<file path="src/design/owbm_pkg.sv">
// Shared types, timing defaults and CRC helper for the one-wire byte master.
`timescale 1ns / 1ps
package owbm_pkg;

  localparam int unsigned NumCfg   = 8;
  localparam int unsigned CfgIdxW  = 3;
  localparam int unsigned CfgDataW = 10;
  localparam int unsigned TimeW    = 10;

  // Register indexes on the configuration port
  typedef enum logic [CfgIdxW-1:0] {
    REG_RESET_LOW     = 3'd0,
    REG_RESET_WAIT    = 3'd1,
    REG_RESET_TAIL    = 3'd2,
    REG_SLOT_LOW      = 3'd3,
    REG_WRITE_HOLD    = 3'd4,
    REG_WRITE_RECOVER = 3'd5,
    REG_READ_RELEASE  = 3'd6,
    REG_READ_TAIL     = 3'd7
  } cfg_reg_e;

  // Command codes carried in the mode field
  typedef enum logic [1:0] {
    CMD_RESET  = 2'd0,
    CMD_WRITE  = 2'd1,
    CMD_READ   = 2'd2,
    CMD_UNUSED = 2'd3
  } cmd_e;

  typedef enum logic [2:0] {
    PH_IDLE       = 3'd0,
    PH_RST_LOW    = 3'd1,
    PH_RST_WAIT   = 3'd2,
    PH_RST_TAIL   = 3'd3,
    PH_SLOT_LOW   = 3'd4,
    PH_WRITE_HOLD = 3'd5,
    PH_READ_REL   = 3'd6,
    PH_SLOT_TAIL  = 3'd7
  } phase_e;

  localparam logic [9:0] ResetLowDflt  = 10'd750;
  localparam logic [9:0] ResetWaitDflt = 10'd202;
  localparam logic [9:0] ResetTailDflt = 10'd300;
  localparam logic [3:0] SlotLowDflt   = 4'd2;
  localparam logic [6:0] WrHoldDflt    = 7'd65;
  localparam logic [5:0] WrRecoverDflt = 6'd15;
  localparam logic [3:0] RdReleaseDflt = 4'd2;
  localparam logic [6:0] RdTailDflt    = 7'd60;

  localparam logic [7:0] CrcPoly = 8'h8C;

  typedef struct packed {
    logic [9:0] reset_low_us;
    logic [9:0] reset_wait_us;
    logic [9:0] reset_tail_us;
    logic [3:0] slot_low_us;
    logic [6:0] write_hold_us;
    logic [5:0] write_recover_us;
    logic [3:0] read_release_us;
    logic [6:0] read_tail_us;
  } cfg_t;

  typedef struct packed {
    logic       start_req;
    logic [1:0] mode;
    logic [7:0] tx_byte;
    logic       crc_clear;
    logic       line_level;
  } in_word_t;

  typedef struct packed {
    logic       drive_low;
    logic       busy_res;
    logic       done_res;
    logic [7:0] rx_byte;
    logic       presence;
    logic [7:0] crc_value;
    logic       crc_zero;
  } out_word_t;

  // Dallas CRC-8, reflected, one byte LSB first
  function automatic logic [7:0] crc8_byte(input logic [7:0] crc_in, input logic [7:0] b);
    logic [7:0] c;
    logic       fb;
    c = crc_in;
    for (int i = 0; i < 8; i++) begin
      fb = c[0] ^ b[i];
      c  = {1'b0, c[7:1]};
      if (fb) begin
        c = c ^ CrcPoly;
      end
    end
    return c;
  endfunction

endpackage

</file>
<file path="src/design/owbm_if.sv">
// Valid/ready channel interfaces for tick input words and result words.
`timescale 1ns / 1ps
interface owbm_in_if;
  import owbm_pkg::*;
  logic     valid;
  logic     ready;
  in_word_t data;
  modport source(output valid, output data, input ready);
  modport sink(input valid, input data, output ready);
endinterface

interface owbm_out_if;
  import owbm_pkg::*;
  logic      valid;
  logic      ready;
  out_word_t data;
  modport source(output valid, output data, input ready);
  modport sink(input valid, input data, output ready);
endinterface

</file>
<file path="src/design/owbm_cfg_regs.sv">
// Slot timing register file written through the plain configuration port.
`timescale 1ns / 1ps
module owbm_cfg_regs (
  input  logic                             clk_i,
  input  logic                             rst_ni,
  input  logic                             cfg_we_i,
  input  logic [owbm_pkg::CfgIdxW-1:0]     cfg_idx_i,
  input  logic [owbm_pkg::CfgDataW-1:0]    cfg_wdata_i,
  output owbm_pkg::cfg_t                   cfg_o
);
  import owbm_pkg::*;

  cfg_t cfg_q, cfg_d;

  always_comb begin
    cfg_d = cfg_q;
    if (cfg_we_i) begin
      unique case (cfg_reg_e'(cfg_idx_i))
        REG_RESET_LOW:     cfg_d.reset_low_us     = cfg_wdata_i;
        REG_RESET_WAIT:    cfg_d.reset_wait_us    = cfg_wdata_i;
        REG_RESET_TAIL:    cfg_d.reset_tail_us    = cfg_wdata_i;
        REG_SLOT_LOW:      cfg_d.slot_low_us      = cfg_wdata_i[3:0];
        REG_WRITE_HOLD:    cfg_d.write_hold_us    = cfg_wdata_i[6:0];
        REG_WRITE_RECOVER: cfg_d.write_recover_us = cfg_wdata_i[5:0];
        REG_READ_RELEASE:  cfg_d.read_release_us  = cfg_wdata_i[3:0];
        REG_READ_TAIL:     cfg_d.read_tail_us     = cfg_wdata_i[6:0];
        default:           cfg_d = cfg_q;
      endcase
    end
  end

  always_ff @(posedge clk_i or negedge rst_ni) begin
    if (!rst_ni) begin
      cfg_q.reset_low_us     <= ResetLowDflt;
      cfg_q.reset_wait_us    <= ResetWaitDflt;
      cfg_q.reset_tail_us    <= ResetTailDflt;
      cfg_q.slot_low_us      <= SlotLowDflt;
      cfg_q.write_hold_us    <= WrHoldDflt;
      cfg_q.write_recover_us <= WrRecoverDflt;
      cfg_q.read_release_us  <= RdReleaseDflt;
      cfg_q.read_tail_us     <= RdTailDflt;
    end else begin
      cfg_q <= cfg_d;
    end
  end

  assign cfg_o = cfg_q;

endmodule

</file>
<file path="src/design/owbm_engine.sv">
// Per-tick bus sequencer: phase timer, bit shifter, presence and CRC state.
`timescale 1ns / 1ps
module owbm_engine (
  input  logic                 clk_i,
  input  logic                 rst_ni,
  input  logic                 step_i,
  input  owbm_pkg::in_word_t   word_i,
  input  owbm_pkg::cfg_t       cfg_i,
  output owbm_pkg::out_word_t  res_o
);
  import owbm_pkg::*;

  phase_e           phase_q, phase_d;
  cmd_e             cmd_q, cmd_d;
  logic [TimeW-1:0] tl_q, tl_d;
  logic [2:0]       bits_q, bits_d;
  logic [7:0]       shift_q, shift_d;
  logic [7:0]       crc_q, crc_d;
  logic             pres_q, pres_d;
  logic [7:0]       rx_q, rx_d;

  // state as seen after a possible command start on this tick
  phase_e           ph_s;
  cmd_e             cmd_s;
  logic [TimeW-1:0] tl_s;
  logic [2:0]       bits_s;
  logic [7:0]       shift_s;
  logic [7:0]       crc_s;
  logic             start;
  logic             last;

  logic drive, busy, done;

  function automatic logic [TimeW-1:0] dur(input phase_e p, input cmd_e c, input cfg_t cfg);
    logic [TimeW-1:0] d;
    d = '0;
    unique case (p)
      PH_RST_LOW:    d = cfg.reset_low_us;
      PH_RST_WAIT:   d = cfg.reset_wait_us;
      PH_RST_TAIL:   d = cfg.reset_tail_us;
      PH_SLOT_LOW:   d = TimeW'(cfg.slot_low_us);
      PH_WRITE_HOLD: d = TimeW'(cfg.write_hold_us);
      PH_READ_REL:   d = TimeW'(cfg.read_release_us);
      PH_SLOT_TAIL:  d = (c == CMD_WRITE) ? TimeW'(cfg.write_recover_us)
                                          : TimeW'(cfg.read_tail_us);
      default:       d = '0;
    endcase
    return d;
  endfunction

  assign start = (phase_q == PH_IDLE) && word_i.start_req && (cmd_e'(word_i.mode) != CMD_UNUSED);

  always_comb begin
    ph_s    = phase_q;
    cmd_s   = cmd_q;
    tl_s    = tl_q;
    bits_s  = bits_q;
    shift_s = shift_q;
    crc_s   = crc_q;
    if (start) begin
      cmd_s   = cmd_e'(word_i.mode);
      bits_s  = '0;
      shift_s = (cmd_s == CMD_WRITE) ? word_i.tx_byte : 8'h00;
      ph_s    = (cmd_s == CMD_RESET) ? PH_RST_LOW : PH_SLOT_LOW;
      tl_s    = dur(ph_s, cmd_s, cfg_i);
      if (word_i.crc_clear) begin
        crc_s = 8'h00;
      end
    end
  end

  assign last = (tl_s <= TimeW'(1));

  // next state
  always_comb begin
    phase_d = ph_s;
    cmd_d   = cmd_s;
    tl_d    = tl_s;
    bits_d  = bits_s;
    shift_d = shift_s;
    crc_d   = crc_s;
    pres_d  = pres_q;
    rx_d    = rx_q;
    if (ph_s != PH_IDLE) begin
      if (!last) begin
        tl_d = tl_s - TimeW'(1);
      end else begin
        unique case (ph_s)
          PH_RST_LOW: begin
            phase_d = PH_RST_WAIT;
            tl_d    = dur(PH_RST_WAIT, cmd_s, cfg_i);
          end
          PH_RST_WAIT: begin
            pres_d  = word_i.line_level;
            phase_d = PH_RST_TAIL;
            tl_d    = dur(PH_RST_TAIL, cmd_s, cfg_i);
          end
          PH_RST_TAIL: begin
            phase_d = PH_IDLE;
            tl_d    = '0;
          end
          PH_SLOT_LOW: begin
            phase_d = (cmd_s == CMD_WRITE) ? PH_WRITE_HOLD : PH_READ_REL;
            tl_d    = dur(phase_d, cmd_s, cfg_i);
          end
          PH_WRITE_HOLD: begin
            shift_d = {shift_s[0], shift_s[7:1]};
            phase_d = PH_SLOT_TAIL;
            tl_d    = dur(PH_SLOT_TAIL, cmd_s, cfg_i);
          end
          PH_READ_REL: begin
            shift_d = {word_i.line_level, shift_s[7:1]};
            phase_d = PH_SLOT_TAIL;
            tl_d    = dur(PH_SLOT_TAIL, cmd_s, cfg_i);
          end
          PH_SLOT_TAIL: begin
            if (bits_s == 3'd7) begin
              crc_d = crc8_byte(crc_s, shift_s);
              if (cmd_s == CMD_READ) begin
                rx_d = shift_s;
              end
              phase_d = PH_IDLE;
              tl_d    = '0;
            end else begin
              bits_d  = bits_s + 3'd1;
              phase_d = PH_SLOT_LOW;
              tl_d    = dur(PH_SLOT_LOW, cmd_s, cfg_i);
            end
          end
          default: phase_d = ph_s;
        endcase
      end
    end
  end

  // per-tick outputs
  always_comb begin
    drive = 1'b0;
    busy  = (ph_s != PH_IDLE);
    done  = 1'b0;
    unique case (ph_s) inside
      PH_RST_LOW, PH_SLOT_LOW: drive = 1'b1;
      PH_WRITE_HOLD:           drive = ~shift_s[0];
      PH_RST_TAIL:             done  = last;
      PH_SLOT_TAIL:            done  = last && (bits_s == 3'd7);
      default:                 drive = 1'b0;
    endcase
  end

  always_comb begin
    res_o.drive_low = drive;
    res_o.busy_res  = busy;
    res_o.done_res  = done;
    res_o.rx_byte   = rx_d;
    res_o.presence  = pres_d;
    res_o.crc_value = crc_d;
    res_o.crc_zero  = (crc_d == 8'h00);
  end

  always_ff @(posedge clk_i or negedge rst_ni) begin
    if (!rst_ni) begin
      phase_q <= PH_IDLE;
      cmd_q   <= CMD_RESET;
      tl_q    <= '0;
      bits_q  <= '0;
      shift_q <= '0;
      crc_q   <= '0;
      pres_q  <= 1'b0;
      rx_q    <= '0;
    end else if (step_i) begin
      phase_q <= phase_d;
      cmd_q   <= cmd_d;
      tl_q    <= tl_d;
      bits_q  <= bits_d;
      shift_q <= shift_d;
      crc_q   <= crc_d;
      pres_q  <= pres_d;
      rx_q    <= rx_d;
    end
  end

endmodule

</file>
<file path="src/design/one_wire_byte_master_crc8_core.sv">
// Top level of the bit-timed one-wire byte master with running CRC-8.
`timescale 1ns / 1ps
// Usage:
//  - in_ch carries one word per microsecond of bus time: start request, mode,
//    byte to send, CRC clear and the sampled line level.
//  - out_ch returns exactly one word per input word: drive_low for that tick,
//    busy/done flags, last read byte, presence flag and the running CRC.
//  - cfg_we_i/cfg_idx_i/cfg_wdata_i write the eight slot timing registers;
//    write only while no command is running and all results are drained.
// Timing:
//  - A result word is valid the cycle after its input word is accepted
//    and one word can be accepted every cycle unless the output register stalls.
//  - The per-tick sequencer updates its state in the accepting cycle, so the
//    next tick may follow directly; the critical path is the CRC byte update.
// Reset: rst_ni clears the sequencer to idle, CRC/presence/rx to zero and the
//  timing registers to their defaults (750, 202, 300, 2, 65, 15, 2, 60 us).
// Stall: a single output register holds the pending result; while it is full
//  and out_ch.ready is low, in_ch.ready is low and no tick is consumed.
module one_wire_byte_master_crc8_core (
  input  logic                          clk_i,
  input  logic                          rst_ni,
  owbm_in_if.sink                       in_ch,
  owbm_out_if.source                    out_ch,
  input  logic                          cfg_we_i,
  input  logic [owbm_pkg::CfgIdxW-1:0]  cfg_idx_i,
  input  logic [owbm_pkg::CfgDataW-1:0] cfg_wdata_i
);
  import owbm_pkg::*;

  cfg_t      cfg;
  out_word_t res;
  out_word_t out_q;
  logic      out_vld_q, out_vld_d;
  logic      accept;

  owbm_cfg_regs u_cfg (
    .clk_i       (clk_i),
    .rst_ni      (rst_ni),
    .cfg_we_i    (cfg_we_i),
    .cfg_idx_i   (cfg_idx_i),
    .cfg_wdata_i (cfg_wdata_i),
    .cfg_o       (cfg)
  );

  owbm_engine u_engine (
    .clk_i  (clk_i),
    .rst_ni (rst_ni),
    .step_i (accept),
    .word_i (in_ch.data),
    .cfg_i  (cfg),
    .res_o  (res)
  );

  // take a new tick whenever the output slot is empty or being drained
  assign in_ch.ready = !out_vld_q || out_ch.ready;
  assign accept      = in_ch.valid && in_ch.ready;

  always_comb begin
    out_vld_d = out_vld_q;
    if (accept) begin
      out_vld_d = 1'b1;
    end else if (out_ch.ready) begin
      out_vld_d = 1'b0;
    end
  end

  always_ff @(posedge clk_i or negedge rst_ni) begin
    if (!rst_ni) begin
      out_vld_q <= 1'b0;
    end else begin
      out_vld_q <= out_vld_d;
    end
  end

  // result payload, no reset needed
  always_ff @(posedge clk_i) begin
    if (accept) begin
      out_q <= res;
    end
  end

  assign out_ch.valid = out_vld_q;
  assign out_ch.data  = out_q;

endmodule

</file>
<file path="src/flat_wrapper.sv">
// flat-port wrapper written by rule: the top's interface ports become plain ports
module one_wire_byte_master_crc8_core_flat import owbm_pkg::*;
  (clk_i, rst_ni, cfg_we_i, cfg_idx_i, cfg_wdata_i, in_ch_valid, in_ch_data, in_ch_ready, out_ch_valid, out_ch_data, out_ch_ready);
  owbm_in_if in_ch_i ();
  owbm_out_if out_ch_i ();
  input  logic clk_i;
  input  logic rst_ni;
  input  logic cfg_we_i;
  input  logic [owbm_pkg::CfgIdxW-1:0] cfg_idx_i;
  input  logic [owbm_pkg::CfgDataW-1:0] cfg_wdata_i;
  input wire logic [$bits(in_ch_i.valid)-1:0] in_ch_valid;
  input wire logic [$bits(in_ch_i.data)-1:0] in_ch_data;
  output wire logic [$bits(in_ch_i.ready)-1:0] in_ch_ready;
  output wire logic [$bits(out_ch_i.valid)-1:0] out_ch_valid;
  output wire logic [$bits(out_ch_i.data)-1:0] out_ch_data;
  input wire logic [$bits(out_ch_i.ready)-1:0] out_ch_ready;
  assign in_ch_i.valid = in_ch_valid;
  assign in_ch_i.data = in_ch_data;
  assign in_ch_ready = in_ch_i.ready;
  assign out_ch_valid = out_ch_i.valid;
  assign out_ch_data = out_ch_i.data;
  assign out_ch_i.ready = out_ch_ready;
  one_wire_byte_master_crc8_core u_core (.clk_i(clk_i), .rst_ni(rst_ni), .in_ch(in_ch_i), .out_ch(out_ch_i), .cfg_we_i(cfg_we_i), .cfg_idx_i(cfg_idx_i), .cfg_wdata_i(cfg_wdata_i));
endmodule
</file>
<file path="config.mk">
export PLATFORM = sky130hd
export DESIGN_NAME = one_wire_byte_master_crc8_core_flat
export DESIGN_NICKNAME = d
export VERILOG_FILES = /design/src/design/owbm_pkg.sv /design/src/design/owbm_if.sv /design/src/design/owbm_cfg_regs.sv /design/src/design/owbm_engine.sv /design/src/design/one_wire_byte_master_crc8_core.sv /design/src/flat_wrapper.sv
export SDC_FILE = /design/constraint.sdc
export NUM_CORES = 1
export LEC_CHECK = 0
export ABC_CLOCK_PERIOD_IN_PS = 5400
export BUFFER_PORTS_ARGS = -buffer_cell sky130_fd_sc_hd__buf_2
export CAP_MARGIN = 5
export CORE_ASPECT_RATIO = 0.9
export CORE_MARGIN = 4
export CORE_UTILIZATION = 60
export CTS_CLUSTER_DIAMETER = 80
export CTS_CLUSTER_SIZE = 16
export DETAILED_ROUTE_END_ITERATION = 10
export GPL_TIMING_DRIVEN = 1
export PLACE_DENSITY_LB_ADDON = 0.15
export SLEW_MARGIN = 20
export SYNTH_ARGS = -nofsm -noshare
export SYNTH_HDL_FRONTEND = slang
export SYNTH_SLANG_ARGS = --single-unit
export TNS_END_PERCENT = 50
</file>
<file path="constraint.sdc">
create_clock -name clk_i -period 5.4 [get_ports clk_i]
set_input_delay 0.81 -clock clk_i [delete_from_list [all_inputs] [get_ports clk_i]]
set_output_delay 0.81 -clock clk_i [all_outputs]
set_load 0.005 [all_outputs]
</file>
==> impl_metrics.yaml, run 1 <==
clock_network:
  postCtsResizedCells: 0
  cts_tree: "built"
  cts.sinks: 123
  clk_latency_ns: 0.42
  hold_buffers: 0
  clk_pin_slew_ns: 0.06
  cts_buffers: 17
  postCtsSetupBuffers: 0
  htreeDepth: 4
  cts_max_path_buffers: 2
  clk_root_buffer_cell: "clkbuf_16"
setup_path:
  critPathLaunchType: "flip-flop"
  slowest_stage: "or4b_1"
  critPathBufInv: 0
  end_kind: "flip-flop"
  cp.required_ns: 5.70
  critical_path.top_delay_family: "simple AND/OR/NAND/NOR gates"
  worstSetupPathType: "flip-flop to flip-flop"
  crit_path_max_incr_delay_ns: 0.76
  ff2ff_setup_slack_ns: 0.90
  worst_ep_arrival_time_ns: 4.79
  cp_max_fo: 16
  worstPathCellList: "or4b_1 > a21oi_4 > mux2i_1 > ha_1 > nor2_1 > a311oi_4 > nand3_2 > or3_1 > mux2_4 > mux2_2"
synth:
  synth_xor_area_share_pct: 4.70
  ys.warnings.count: 0
  synth_edf_count: 21
  synth_cell_types: 72
  synth_compound_area_share_pct: 13.4
  yosys.area_share.simple_pct: 12.0
  synth.yosys.seq_area_share_pct: 48.0
  synthesis.area_mm2: 0.00670
  synthMuxAreaShare_pct: 18.5
  synth_top_family_by_area: "multiplexers"
  synth_fa_ha_area_share_pct: 0.560
  synth_fp_nets: 631
  ys_ff_latch: 123
  ys_async_sr_fraction_pct: 82.9
  synth_ff_type: "dfrtp_1"
  syn_area_per_cell_um2: 11.2
  synthCells: 597
final_layout:
  utilization_pct: 71.6
  syn_to_final_growth_pct: 15.9
  nets: 683
  n_antenna_cell: 0
  drive_above_1_share_pct: 34.0
floorplanning:
  die_y_um: 108
  core-area_mm2: 0.0109
  start_util_pct: 61.8
  ios: 54
  die_area_mm2: 0.0129
  die_x_um: 119
  rows: 36
timing:
  max_slew_margin_pct: 27.6
  hold_viol: 0
  post-route-period-util_pct: 83.3
  maxSlewViolCount: 0
  final-setup-viol-count: 0
  layout_min_cycle_time_ns: 4.50
  fmax_mhz: 222
  rsz0062_at_grt: "false"
  worst_pin_slew_ns: 1.08
  skew_ns: 0.00796
  tns_ns: 0
placed_design:
  io_buffers: 53
  place.gp.congestion: 0.888
  dp.final_hpwl_um: 10900
run:
  drv_cap: 0
global_routing:
  grt_max_degree: 66
  track_usage_pct: 25.9
  gr-total-overflow: 0
  grt_pass1_wl_um: 26100
  grt_pass1_vias: 5026
  antenna_found_initial: 0
power_and_ir_drop:
  powerDensity_mw_per_mm2: 523
  leakage_nw: 3.40
  peakVddDrop_v: 0.000292
route:
  drt-total-wl_um: 15900
  viasPerCell: 6.16
  routedWlPerCell_um: 19.5
  vias: 5013
  ant_nets: 0
  firstDrtPassIters: 5
  drc_errors: 0
  drt-initial-drc-count: 484
hold_path:
  hp-class: "input pin to async pin"
status:
  outcome: "complete, no violations"
power by group:
part           switching (W)  internal, W  leakage [nW]  total (W)
Clock               0.000414     0.000850         0.327    0.00126
Sequential          0.000187      0.00118          1.43    0.00137
Combinational       0.000778     0.000652          1.64    0.00143
Total                0.00138      0.00268          3.40    0.00406
through the flow:
stage | total power, W | hold WS [ns] | area (µm²) | worst slack [ns] | cells
final | 0.00406 | 0.496 | 7770 | 0.904 | 814
after global routing | 0.00428 | 0.527 | 7770 | 0.682 | 814
after CTS | 0.00405 | 0.493 | 7760 | 0.945 | 814
after detailed placement | 0.00277 | 0.467 | 7100 | 0.646 | 782
after global placement | 0.00271 | 0.452 | 7100 | 0.851 | 782
after floorplan | 0.00241 | 0.443 | 6700 | 1.11 | 597
cells in the final DEF, fill, tap and decap left out, types with 9 or more instances in the layout:
master	netlist	routed
a21oi_1	35	35
clkbuf_16	0	19
buf_2	4	52
nand3_1	11	11
and3_1	9	9
dfrtp_1	75	75
mux2_2	79	79
mux2i_1	23	23
nor2_1	33	33
dfstp_2	27	27
inv_1	12	11
buf_4	1	12
nand2_1	48	48
edfxtp_1	21	21
o21ai_0	44	44
xnor2_1	16	16
worst reg2reg max path, delay by kind of cell, from the launching register on:
kind                     cells  cell delay, ns
AND/OR/NAND/NOR              4            1.83
multiplexers                 3            1.09
AO/OA/AOI/OAI                2            0.62
flip-flops                   1            0.57
adder cells (fa/ha/maj)      1            0.28
cell families (layout without fill, tap and decap cells):
group | Yosys count | after routing
and+or+nand+nor | 155 | 155
muxes | 110 | 110
AOI/OAI and AO/OA | 136 | 136
buffers and inverters | 43 | 108
adders and majority gates | 3 | 3
DFF | 123 | 123
xor gates and xnor gates | 27 | 27
worst paths after layout:
kind | startpoint | end | cells after the start
max reg2reg | u_core.u_engine.phase_q[1]$_DFFE_PN0P_ | u_core.u_engine.rx_q[7]$_DFFE_PN0P_ | 10
min reg2reg | u_core.u_engine.bits_q[0]$_DFFE_PN0P_ | u_core.u_engine.bits_q[0]$_DFFE_PN0P_ | 1
min in group clk_i | u_core.u_engine.bits_q[0]$_DFFE_PN0P_ | u_core.u_engine.bits_q[0]$_DFFE_PN0P_ | 1
max | u_core.u_engine.phase_q[1]$_DFFE_PN0P_ | u_core.u_engine.rx_q[7]$_DFFE_PN0P_ | 10
min | rst_ni | u_core.u_engine.tl_q[6]$_DFFE_PN0P_ | 1
max in group asynchronous | rst_ni | u_core.u_cfg.cfg_o[53]$_DFFE_PN1P_ | 2
layer usage:
metal,up-vias,routed length [µm],share of wire [%],global-route usage [%]
li1,2297,-,-,-
met1,2501,7400,47,37.6
met5,-,0,0,0
met2,193,7300,46,39.0
met4,0,169,1.1,7.20
met3,22,1040,6.5,6.22
cell type report:
| class | count | area [µm²] |
|---|---|---|
| clock buffer | 22 | 507 |
| clock inverter | 10 | 155 |
| fill | 768 | 3090 |
| inverter | 12 | 45.0 |
| multi-input combinational | 431 | 3300 |
| sequential | 123 | 3220 |
| tap | 152 | 190 |
| timing repair buffer | 64 | 350 |
registers in the layout (all words and copies together) (netlist names):
register,count
u_core.u_engine.crc_q,8
u_core.u_engine.cmd_q,2
u_core.out_ch.valid,1
u_core.out_ch.data,21
u_core.u_engine.rx_q,8
u_core.u_engine.tl_q,10
u_core.u_engine.pres_q,1
u_core.u_engine.bits_q,3
u_core.u_cfg.cfg_o,58
u_core.u_engine.phase_q,3
u_core.u_engine.shift_q,8
synth_stat cells, drive strengths merged (9+ instances only):
| master | number | share of area [%] |
|---|---|---|
| a21oi | 36 | 2.9 |
| dfstp | 27 | 11 |
| inv | 12 | 0.67 |
| nand3 | 12 | 0.97 |
| o21ai | 45 | 3.4 |
| and3 | 9 | 0.84 |
| xnor2 | 17 | 2.3 |
| buf | 11 | 1.1 |
| nor2 | 34 | 1.9 |
| nand2 | 50 | 2.9 |
| dfrtp | 75 | 28 |
| clkbuf | 20 | 1.1 |
| edfxtp | 21 | 9.4 |
| mux2 | 87 | 15 |
| mux2i | 23 | 3.4 |
Power figures use the tool's default switching activity.
==> run 2, diff against run 1 <==
ABC_CLOCK_PERIOD_IN_PS = 4100   (was 5400)
CORE_UTILIZATION = 55   (was 60)
clock period = 4.1 ns   (was 5.4 ns; I/O delays follow)
==> run 2 against run 1 <==
  * Via count down 0.34%
  * Sequential power up 28%
  * Die area up 8.4%
  * Critical path depth is 1 higher
  * Total power grew 29%
  * Clock skew decreased by 0.0022 ns
  * Critical path type unchanged
  * Largest power group unchanged
==> impl_metrics.yaml, run 2 (same netlist as run 1, synthesis figures left out) <==
placed_design:
  io_buffers: 53
  dp.final_hpwl_um: 11400
  place.gp.congestion: 0.905
  dp_slack_ns: 0.198
  place_inst: 802
  postPlaceCellArea_mm2: 0.00723
global_routing:
  grt_max_degree: 65
  antenna_found_initial: 0
  grt_pass1_wl_um: 26900
  grt_pass1_vias: 5083
  gr-total-overflow: 0
  track_usage_pct: 24.1
final_layout:
  final_common_cell: "mux2_2"
  finalInstanceArea_mm2: 0.00783
  n_antenna_cell: 0
  largest_register_ffs: 58
  drive_above_1_share_pct: 35.3
  layout_common_cells: "mux2_2 (79), dfrtp_1 (75), buf_2 (52)"
  utilization_pct: 67.1
  fin_cells: 834
  fillers: 937
  nets: 699
  syn_to_final_growth_pct: 16.7
route:
  firstDrtPassIters: 6
  ant_nets: 0
  drc_errors: 0
  viasPerCell: 5.99
  drt-total-wl_um: 16200
  routedWlPerCell_um: 19.5
  vias: 4996
  drt-initial-drc-count: 504
floorplanning:
  rows: 37
  die_y_um: 113
  die_x_um: 124
  ios: 54
  core-area_mm2: 0.0117
  die_area_mm2: 0.0140
  start_util_pct: 57.5
setup_path:
  crit_start: "u_core.u_engine.phase_q[2]$_DFFE_PN0P_"
  end_kind: "flip-flop"
  cp.required_ns: 4.40
  critical_path.top_delay_family: "simple AND/OR/NAND/NOR gates"
  crit_path_max_incr_delay_ns: 0.63
  worst_ep_arrival_time_ns: 3.96
  critPathLaunchType: "flip-flop"
  slowest_stage: "or3_1"
  critPathBufInv: 1
  worstSetupPathType: "flip-flop to flip-flop"
  worstPathCellList: "or4b_1 > a21oi_4 > mux2i_1 > buf_4 > ha_1 > nor2_1 > a311oi_4 > nand3_2 > or3_1 > mux2_4 > mux2_2"
  worstReg2RegStart: "u_core.u_engine.phase_q[2]$_DFFE_PN0P_"
  cp_max_fo: 8
clock_network:
  clk_pin_slew_ns: 0.05
  clk_root_buffer_cell: "clkbuf_16"
  htreeDepth: 4
  clk_latency_ns: 0.42
  cts_max_path_buffers: 2
  cts.sinks: 123
  postCtsSetupBuffers: 0
  cts_tree: "built"
  cts_buffers: 17
  postCtsResizedCells: 0
  hold_buffers: 0
timing:
  post-route-period-util_pct: 89.2
  maxSlewViolCount: 0
  tns_ns: 0
  setup_slack_ns: 0.443
  fmax_mhz: 273
  final-setup-viol-count: 0
  rsz0062_at_grt: "false"
  layout_min_cycle_time_ns: 3.66
  hold_viol: 0
  max_slew_margin_pct: 30.7
  worst_pin_slew_ns: 1.04
  skew_ns: 0.00579
run:
  drv_cap: 0
status:
  outcome: "complete, no violations"
hold_path:
  hp-class: "input pin to async pin"
power_and_ir_drop:
  powerDensity_mw_per_mm2: 672
  leakage_nw: 3.43
  peakVddDrop_v: 0.000458
## run 2: path summary, 6_finish.rpt
check / to / slack, ns / cells past startpoint
setup / recovery: u_core.u_engine.rx_q[6]$_DFFE_PN0P_ / 0.44 / 11
hold / removal: u_core.u_cfg.cfg_o[6]$_DFFE_PN0P_ / 0.30 / 1
setup reg to reg: u_core.u_engine.rx_q[6]$_DFFE_PN0P_ / 0.44 / 11
hold reg to reg: u_core.u_engine.bits_q[0]$_DFFE_PN0P_ / 0.47 / 1
max in group asynchronous: u_core.u_cfg.cfg_o[57]$_DFFE_PN1P_ / 2.94 / 2
min in group clk_i: u_core.out_ch.valid$_DFFE_PN0P_ / 0.41 / 2
## run 2: through the flow
stage	power, W	hold slack (ns)
after floorplan	0.00318	0.319
after CTS	0.00525	0.330
after global routing	0.00555	0.375
after detailed placement	0.00374	0.460
final	0.00526	0.303
after global placement	0.00368	0.452
## run 2: cell type report
| cell class | instances | area (µm²) | area share (%) |
|---|---|---|---|
| Timing Repair Buffer | 80 | 470 | 6.01 |
| Clock inverter | 12 | 148 | 1.89 |
| Sequential cell | 123 | 3220 | 41.1 |
| Clock buffer | 20 | 447 | 5.71 |
| Inverter | 12 | 45.0 | 0.576 |
| Multi-Input combinational cell | 431 | 3300 | 42.2 |
| Tap cell | 156 | 195 | 2.49 |
## run 2: report_power, final
part           switching, W  internal (W)  leakage (nW)
registers          0.000188       0.00156          1.43
logic               0.00110      0.000922          1.72
clock network      0.000527      0.000964         0.279
## run 2: per-layer routing
layer  wire length, µm  up-vias  GRT usage (%)
li1                  -     2338              -
met4               208        0           7.89
met2              7400      164           36.2
met1              7710     2477           34.9
met3               918       17           5.52
met5                 0        -              0
==> run 3, diff against run 2 <==
MAX_ROUTING_LAYER = met4   (was unset)
==> run 3 against run 2 <==
  * Non-clock buffer count rose by 1
  * Core utilization is essentially flat
  * Global-route usage increased by 0.52 points
  * Sequential power is essentially flat
  * Sequential cell count unchanged
  * Final area about the same
  * Total power shrank 0.38%
  * Combinational power is essentially flat
  * Die area did not move
  * Worst hold slack improved by 0.052 ns
  * Worst setup slack improved by 0.033 ns
  * Routed wire length is essentially flat
  * Highest routed layer unchanged
==> impl_metrics.yaml, run 3 (same netlist as run 1, synthesis figures left out) <==
status:
  outcome: "complete, no violations"
timing:
  maxSlewViolCount: 0
  rsz0062_at_grt: "false"
  fmax_mhz: 276
  tns_ns: 0
  layout_min_cycle_time_ns: 3.62
  skew_ns: 0.0130
  final-setup-viol-count: 0
  hold_viol: 0
  worst_pin_slew_ns: 1.11
  post-route-period-util_pct: 88.4
  max_slew_margin_pct: 25.8
  hold_ws_ns: 0.355
final_layout:
  nets: 700
  fin_cells: 835
  layout_common_cells: "mux2_2 (79), dfrtp_1 (75), buf_2 (52)"
  drive_above_1_share_pct: 35.5
  final_common_cell: "mux2_2"
  n_antenna_cell: 0
  largest_register_ffs: 58
  regArea_mm2: 0.00322
  fillers: 905
  multi_input_area_mm2: 0.00330
  syn_to_final_growth_pct: 16.7
setup_path:
  cp_max_fo: 8
  worstReg2RegStart: "u_core.u_engine.phase_q[2]$_DFFE_PN0P_"
  slowest_stage: "or3_1"
  end_kind: "flip-flop"
  cp.required_ns: 4.39
  worst_ep_arrival_time_ns: 3.91
  worstPathCellList: "or4b_1 > a21oi_4 > mux2i_1 > ha_1 > nor2_1 > a311oi_4 > nand3_2 > or3_1 > mux2_4 > mux2_2"
  crit_end: "u_core.u_engine.rx_q[7]$_DFFE_PN0P_"
  crit_path_max_incr_delay_ns: 0.62
  path_depth: 10
  crit_start: "u_core.u_engine.phase_q[2]$_DFFE_PN0P_"
  r2r-end: "u_core.u_engine.rx_q[7]$_DFFE_PN0P_"
  critPathLaunchType: "flip-flop"
  ff2ff_setup_slack_ns: 0.48
  worstSetupPathType: "flip-flop to flip-flop"
  critical_path.top_delay_family: "simple AND/OR/NAND/NOR gates"
  critPathBufInv: 0
  r2r_cells: 10
global_routing:
  antenna_found_initial: 0
  grt_pass1_vias: 5034
  grt_max_degree: 75
  gr-total-overflow: 0
  grt_pass1_wl_um: 26500
  track_usage_pct: 24.6
clock_network:
  clk_latency_ns: 0.42
  cts.sinks: 123
  clk_pin_slew_ns: 0.06
  postCtsResizedCells: 0
  cts_buffers: 17
  hold_buffers: 0
  clk_root_buffer_cell: "clkbuf_16"
  cts_tree: "built"
  htreeDepth: 4
  cts_max_path_buffers: 2
  postCtsSetupBuffers: 0
placed_design:
  place.gp.congestion: 0.985
  dp.final_hpwl_um: 11500
  io_buffers: 53
  place_inst: 803
route:
  routedWlPerCell_um: 19.4
  vias: 5056
  drt-initial-drc-count: 505
  drc_errors: 0
  viasPerCell: 6.06
  drt-total-wl_um: 16200
  firstDrtPassIters: 6
  ant_nets: 0
power_and_ir_drop:
  powerDensity_mw_per_mm2: 670
  leakage_nw: 3.45
  peakVddDrop_v: 0.000394
floorplanning:
  core-area_mm2: 0.0117
  die_x_um: 124
  start_util_pct: 57.5
  die_area_mm2: 0.0140
  ios: 54
  die_y_um: 113
  rows: 37
run:
  drv_cap: 0
hold_path:
  hp-class: "input pin to async pin"
run 3: per-stage QoR:
stage | total power (W) | setup slack, ns | instance area (µm²) | util, %
after global placement | 0.00372 | 0.246 | 7230 | 62.0
after detailed placement | 0.00376 | 0.176 | 7230 | 62.0
after global routing | 0.00555 | 0.255 | 7830 | 67.1
after CTS | 0.00524 | 0.476 | 7820 | 67.0
after floorplan | 0.00318 | 0.00129 | 6700 | -
final | 0.00524 | 0.476 | 7830 | 67.1
run 3: how the worst min path moves through the flow:
stage / from / to / slack, ns / cells after the start
after floorplan: rst_ni / u_core.out_ch.valid$_DFFE_PN0P_ / 0.32 / 0
after global placement: u_core.u_engine.bits_q[0]$_DFFE_PN0P_ / u_core.u_engine.bits_q[0]$_DFFE_PN0P_ / 0.45 / 1
after detailed placement: u_core.u_engine.bits_q[0]$_DFFE_PN0P_ / u_core.u_engine.bits_q[0]$_DFFE_PN0P_ / 0.47 / 1
after CTS: rst_ni / u_core.out_ch.valid$_DFFE_PN0P_ / 0.40 / 1
after global routing: rst_ni / u_core.out_ch.valid$_DFFE_PN0P_ / 0.42 / 1
final: rst_ni / u_core.out_ch.valid$_DFFE_PN0P_ / 0.35 / 1
run 3: layout make-up:
| type | count | share of cell area [%] |
|---|---|---|
| Inverter | 12 | 0.576 |
| Tap cell | 156 | 2.49 |
| Multi-Input combinational cell | 431 | 42.2 |
| Timing Repair Buffer | 81 | 6.11 |
| Clock buffer | 26 | 6.76 |
| Sequential cell | 123 | 41.1 |
| Clock inverter | 6 | 0.720 |
run 3: report_power, final:
group          internal, W  total (W)  switching, W
Clock             0.000942    0.00146      0.000519
Sequential         0.00156    0.00174      0.000182
Combinational     0.000933    0.00204       0.00111
Total              0.00343    0.00524       0.00181
run 3: layer usage:
layer / wire [µm] / share of wire, % / track usage [%]
met5: 0 / 0 / -
met4: 189 / 1.2 / 7.60
met3: 961 / 5.9 / 5.85
met2: 7210 / 44 / 35.1
met1: 7870 / 48 / 35.1
